--- src/rtl/core/spg_pkg.sv ---
// Shared types and constants of the stroke spline point generator.
// Used by the interfaces, the controller, the datapath and the axis lanes.
package spg_pkg;

    // Field widths
    localparam int SPG_PID_W  = 2;
    localparam int SPG_POS_W  = 16;
    localparam int SPG_PT_W   = 24;
    localparam int SPG_STEP_W = 13;
    localparam int SPG_CNT_W  = 3;
    localparam int SPG_U_W    = 16;
    localparam int SPG_ENT_W  = 2 * SPG_POS_W;

    // Defaults
    localparam int SPG_PLAYERS = 4;
    localparam int SPG_SLOTS   = 4;

    localparam logic [SPG_STEP_W-1:0] SPG_STEP_RESET = 13'd4290;
    localparam logic [SPG_STEP_W-1:0] SPG_STEP_MIN   = 13'd1024;
    localparam logic [1:0]            SPG_LAST_SLOT  = 2'd3;
    localparam logic [SPG_CNT_W-1:0]  SPG_CNT_FULL   = 3'd4;

    // Saturation bounds in 1/256 pixel
    localparam logic signed [31:0] SPG_SAT_HI = 32'sd8388607;
    localparam logic signed [31:0] SPG_SAT_LO = -32'sd8388608;

    // Datapath operations
    typedef enum logic [3:0] {
        OP_NONE,
        OP_LOAD,
        OP_READ,
        OP_UPDATE,
        OP_WRITE,
        OP_COEF,
        OP_MUL_C,
        OP_ADD1,
        OP_MUL,
        OP_ADD2,
        OP_ADD3,
        OP_EMIT
    } dp_op_t;

    typedef struct packed {
        dp_op_t     op;
        logic [1:0] idx;
    } dp_cmd_t;

    typedef struct packed {
        logic pid_ok;
        logic first_only;
        logic last;
        logic out_busy;
    } dp_status_t;

    // Controller states
    typedef enum logic [3:0] {
        S_IDLE,
        S_READ,
        S_READ_END,
        S_UPDATE,
        S_WRITE,
        S_COEF,
        S_MUL1,
        S_ADD1,
        S_MUL2,
        S_ADD2,
        S_MUL3,
        S_ADD3,
        S_EMIT
    } ctrl_state_t;

endpackage

--- src/rtl/core/spg_ctrl.sv ---
// Controller state machine: sequences history read, update, write-back and
// per-point evaluation. Depends on spg_pkg for states, command and status types.
module spg_ctrl import spg_pkg::*; (
    input  logic       clk,
    input  logic       rst_n,
    input  logic       sample_valid,
    output logic       sample_ready,
    input  dp_status_t st,
    output dp_cmd_t    cmd
);

    ctrl_state_t state_reg, state_next;
    logic [1:0]  idx_reg, idx_next;

    // State register
    always_ff @(posedge clk or negedge rst_n)
    begin
        if (!rst_n)
        begin
            state_reg <= S_IDLE;
            idx_reg   <= '0;
        end
        else
        begin
            state_reg <= state_next;
            idx_reg   <= idx_next;
        end
    end

    // Next state and commands
    always_comb
    begin
        state_next   = state_reg;
        idx_next     = idx_reg;
        cmd.op       = OP_NONE;
        cmd.idx      = idx_reg;
        sample_ready = 1'b0;
        case (state_reg)
            S_IDLE:
            begin
                sample_ready = 1'b1;
                if (sample_valid)
                begin
                    cmd.op = OP_LOAD;
                    if (st.pid_ok)
                    begin
                        state_next = S_READ;
                        idx_next   = '0;
                    end
                end
            end
            S_READ:
            begin
                cmd.op = OP_READ;
                if (idx_reg == SPG_LAST_SLOT)
                begin
                    state_next = S_READ_END;
                    idx_next   = '0;
                end
                else
                begin
                    idx_next = idx_reg + 2'd1;
                end
            end
            S_READ_END: state_next = S_UPDATE;
            S_UPDATE:
            begin
                cmd.op     = OP_UPDATE;
                state_next = S_WRITE;
                idx_next   = '0;
            end
            S_WRITE:
            begin
                cmd.op = OP_WRITE;
                if (idx_reg == SPG_LAST_SLOT)
                begin
                    state_next = st.first_only ? S_IDLE : S_COEF;
                    idx_next   = '0;
                end
                else
                begin
                    idx_next = idx_reg + 2'd1;
                end
            end
            S_COEF:
            begin
                cmd.op     = OP_COEF;
                state_next = S_MUL1;
            end
            S_MUL1:
            begin
                cmd.op     = OP_MUL_C;
                state_next = S_ADD1;
            end
            S_ADD1:
            begin
                cmd.op     = OP_ADD1;
                state_next = S_MUL2;
            end
            S_MUL2:
            begin
                cmd.op     = OP_MUL;
                state_next = S_ADD2;
            end
            S_ADD2:
            begin
                cmd.op     = OP_ADD2;
                state_next = S_MUL3;
            end
            S_MUL3:
            begin
                cmd.op     = OP_MUL;
                state_next = S_ADD3;
            end
            S_ADD3:
            begin
                cmd.op     = OP_ADD3;
                state_next = S_EMIT;
            end
            S_EMIT:
            begin
                // wait for the output register to free up
                if (!st.out_busy)
                begin
                    cmd.op     = OP_EMIT;
                    state_next = st.last ? S_IDLE : S_MUL1;
                end
            end
            default: state_next = S_IDLE;
        endcase
    end

endmodule

--- config.mk ---
export PLATFORM = sky130hd
export DESIGN_NAME = spg_ctrl
export DESIGN_NICKNAME = d
export VERILOG_FILES = /design/src/rtl/core/spg_pkg.sv /design/src/rtl/core/spg_ctrl.sv
export SDC_FILE = /design/constraint.sdc
export NUM_CORES = 1
export LEC_CHECK = 0
export ABC_CLOCK_PERIOD_IN_PS = 1450
export BUFFER_PORTS_ARGS = -buffer_cell sky130_fd_sc_hd__buf_2
export CORE_MARGIN = 1.5
export CORE_UTILIZATION = 30
export CTS_CLUSTER_DIAMETER = 150
export DETAILED_ROUTE_END_ITERATION = 8
export PLACE_DENSITY = 0.54
export SLEW_MARGIN = 25
export SYNTH_ARGS = -nofsm -noshare
export SYNTH_HDL_FRONTEND = slang
export SYNTH_SLANG_ARGS = --single-unit
--- constraint.sdc ---
create_clock -name clk -period 1.45 [get_ports clk]
set_input_delay 0.29 -clock clk [delete_from_list [all_inputs] [get_ports clk]]
set_output_delay 0.29 -clock clk [all_outputs]
set_load 0.02 [all_outputs]
==> flow_summary.yaml <==
status:
  status: "complete, but fails checks"
  violations: "setup timing"
setup_path:
  cp.required_ns: 1.16
  path_buf_inv: 1
  critical_path.cell_chain: "and2b_4, o21ai_4, o311ai_4, buf_6"
  r2r_setup_slack_ns: -0.14
  r2r-start: "state_reg[2]$_DFFE_PN0P_"
  path_depth: 4
  reg2reg_to: "state_reg[2]$_DFFE_PN0P_"
  endpoint_kind: "primary output"
  critical_path.top_delay_family: "flip-flops"
  cp-start-kind: "flip-flop"
  arrival_ns: 1.42
  crit_start: "state_reg[3]$_DFFE_PN0P_"
  crit_end: "cmd[3]"
  reg2reg_depth: 5
  max_stage_delay_ns: 0.46
  path_max_fanout: 7
  crit_slowest_cell: "dfrtp_2"
  critPathKind: "reg2out"
global_route:
  grt-ovfl-total: 0
  grt_pass1_wl_um: 3020
  antenna_found_initial: 0
  grt_usage_pct: 21.6
  grt_max_degree: 8
  first_global_vias: 631
sta:
  rsz0062_at_grt: "true"
  fmax_ghz: 0.584
  final.setup.worst_slack_ns: -0.262
  relSlewSlack_pct: 77.5
  holdWs_ns: 0.379
  finClkSkew_ns: 0.00126
  setup_viol: 7
  worst_slew_pin_slew_ns: 0.333
  finalCritPeriodShare_pct: 118
  hold_viol: 0
  period_minus_slack_ns: 1.71
  slew_viol_final: 0
detailed_routing:
  route.detailed.drc: 0
  firstDrtPassIters: 6
  wl_per_cell_um: 18.1
  via_per_inst: 5.68
  wirelength_um: 2080
  drtIter0Drc: 14
  route.vias.total: 653
  ant_nets: 0
die:
  core_area_sq_mm: 0.00156
  io_pins: 14
  rows: 14
  start_util_pct: 32.8
  die_area_sq_mm: 0.00196
  fp.dieH_um: 44.3
  fp.dieW_um: 44.3
layout:
  fillers: 125
  layout_commonest_cell: "buf_4"
  layout.nets: 109
  drive_gt1_share_pct: 70.7
  final_util_pct: 60.8
  fin_area_sq_um: 948
  diodes: 0
  largest_reg_flops: 4
  area_delta_synth_final_pct: 85.3
  instances_no_fill: 115
  final_cell_mix: "buf_4, buf_2, buf_6, nand2_1"
clock_tree:
  clk_pin_slew_ns: 0.05
  worstSkewPairLatency_ns: 0.27
  clk_path_buf_depth: 2
  cts_tree: "built"
  cts-root-buf: "clkbuf_4"
  cts.sinks: 6
  numCtsBuffers: 3
  htree_levels: 1
min_path:
  worstHoldPathType: "in2async"
logic_synthesis:
  synth.net_count: 71
  ys_seq_area_share_pct: 29.3
  synth_warnings: 0
  syn_avg_cell_area_sq_um: 8.12
  synth_area_sq_um: 512
  ys_seq_elements: 6
  syn_inst: 63
  ys_types: 33
placed_design:
  gp_congestion: 0.908
  portBuffers: 13
  dp_cells: 104
  place_area_sq_um: 724
  hpwlAfterDp_um: 1230
pwr:
  p_leak_nw: 0.430
  vdd_drop_max_v: 0.00109
  power_density_mw_per_mm2: 2570
  finalPower_mw: 2.44
job:
  drv_cap: 0
## power breakdown
group / total (mW) / switching (mW) / internal (mW) / leakage [nW]
Combinational: 1.87 / 0.922 / 0.952 / 0.345
Sequential: 0.383 / 0.133 / 0.250 / 0.0712
Clock: 0.181 / 0.0852 / 0.0953 / 0.0138
Total: 2.44 / 1.14 / 1.30 / 0.430
## cells by family after synthesis
logic type | after synthesis | synth area share, %
adders and majority gates | 1 | 2.44
muxes | 1 | 2.93
xor gates and xnor gates | 1 | 1.71
AOI/OAI and AO/OA | 24 | 30.6
and+or+nand+nor | 21 | 24.9
DFF | 6 | 29.3
buffers and inverters | 9 | 8.07
## per-layer routing
layer	part of all wire [%]	global-route usage, %
met1	44	28.0
met3	2.6	3.67
met4	1.9	9.09
met2	51	35.3
met5	0	0
## cells in the mapped netlist
cell | number | area, sq um
nand2_1 | 7 | 26.3
a21oi_1 | 6 | 30.0
dfrtp_1 | 6 | 150
o21ai_0 | 4 | 20.0
buf_2 | 3 | 15.0
inv_2 | 3 | 11.3
o21ai_1 | 3 | 15.0
and2_1 | 2 | 12.5
inv_1 | 2 | 7.51
nor2_1 | 2 | 7.51
nor2b_1 | 2 | 12.5
or3_1 | 2 | 12.5
a21o_1 | 1 | 7.51
a221o_1 | 1 | 10.0
a22o_1 | 1 | 8.76
a22oi_1 | 1 | 7.51
a32o_1 | 1 | 10.0
and2b_4 | 1 | 10.0
buf_4 | 1 | 7.51
ha_1 | 1 | 12.5
mux2_4 | 1 | 15.0
nand2b_1 | 1 | 6.26
nor3_1 | 1 | 5.00
nor3b_1 | 1 | 7.51
nor4_1 | 1 | 6.26
nor4_4 | 1 | 21.3
o211ai_1 | 1 | 7.51
o22ai_1 | 1 | 6.26
o2bb2ai_1 | 1 | 8.76
o311ai_0 | 1 | 8.76
o31ai_1 | 1 | 7.51
o41ai_1 | 1 | 8.76
xnor2_1 | 1 | 8.76
## metrics by stage
step	worst slack [ns]	TNS (ns)
6_report	-0.262	-1.15
4_1_cts	-0.198	-0.813
2_1_floorplan	-0.00959	-0.0158
3_3_place_gp	-0.0785	-0.212
3_5_place_dp	-0.0883	-0.246
5_1_grt	-0.283	-1.41
## how the worst min path moves through the flow
stage,start,endpoint,cells after the start
6_report,rst_n,state_reg[3]$_DFFE_PN0P_,2
5_1_grt,rst_n,idx_reg[1]$_DFFE_PN0P_,2
4_1_cts,rst_n,idx_reg[0]$_DFFE_PN0P_,2
3_5_place_dp,rst_n,state_reg[3]$_DFFE_PN0P_,1
3_3_place_gp,rst_n,state_reg[3]$_DFFE_PN0P_,1
2_1_floorplan,rst_n,idx_reg[0]$_DFFE_PN0P_,0
## timing repair
action,CTS,global route
hold buffers,1,0
setup buffers,5,4
setup endpoints to repair,7,10
gates resized for setup,20,21
hold endpoints to repair,6,0
pin swaps,5,5
## final cells by class
| type | count | area, sq um | area share, % |
|---|---|---|---|
| inverter | 5 | 18.8 | 1.98 |
| timing repair buffer | 37 | 288 | 30.3 |
| multi-input combinational | 48 | 444 | 46.8 |
| sequential | 6 | 155 | 16.4 |
| clock buffer | 3 | 22.5 | 2.37 |
| tap | 16 | 20.0 | 2.11 |
Power figures use the tool's default switching activity.
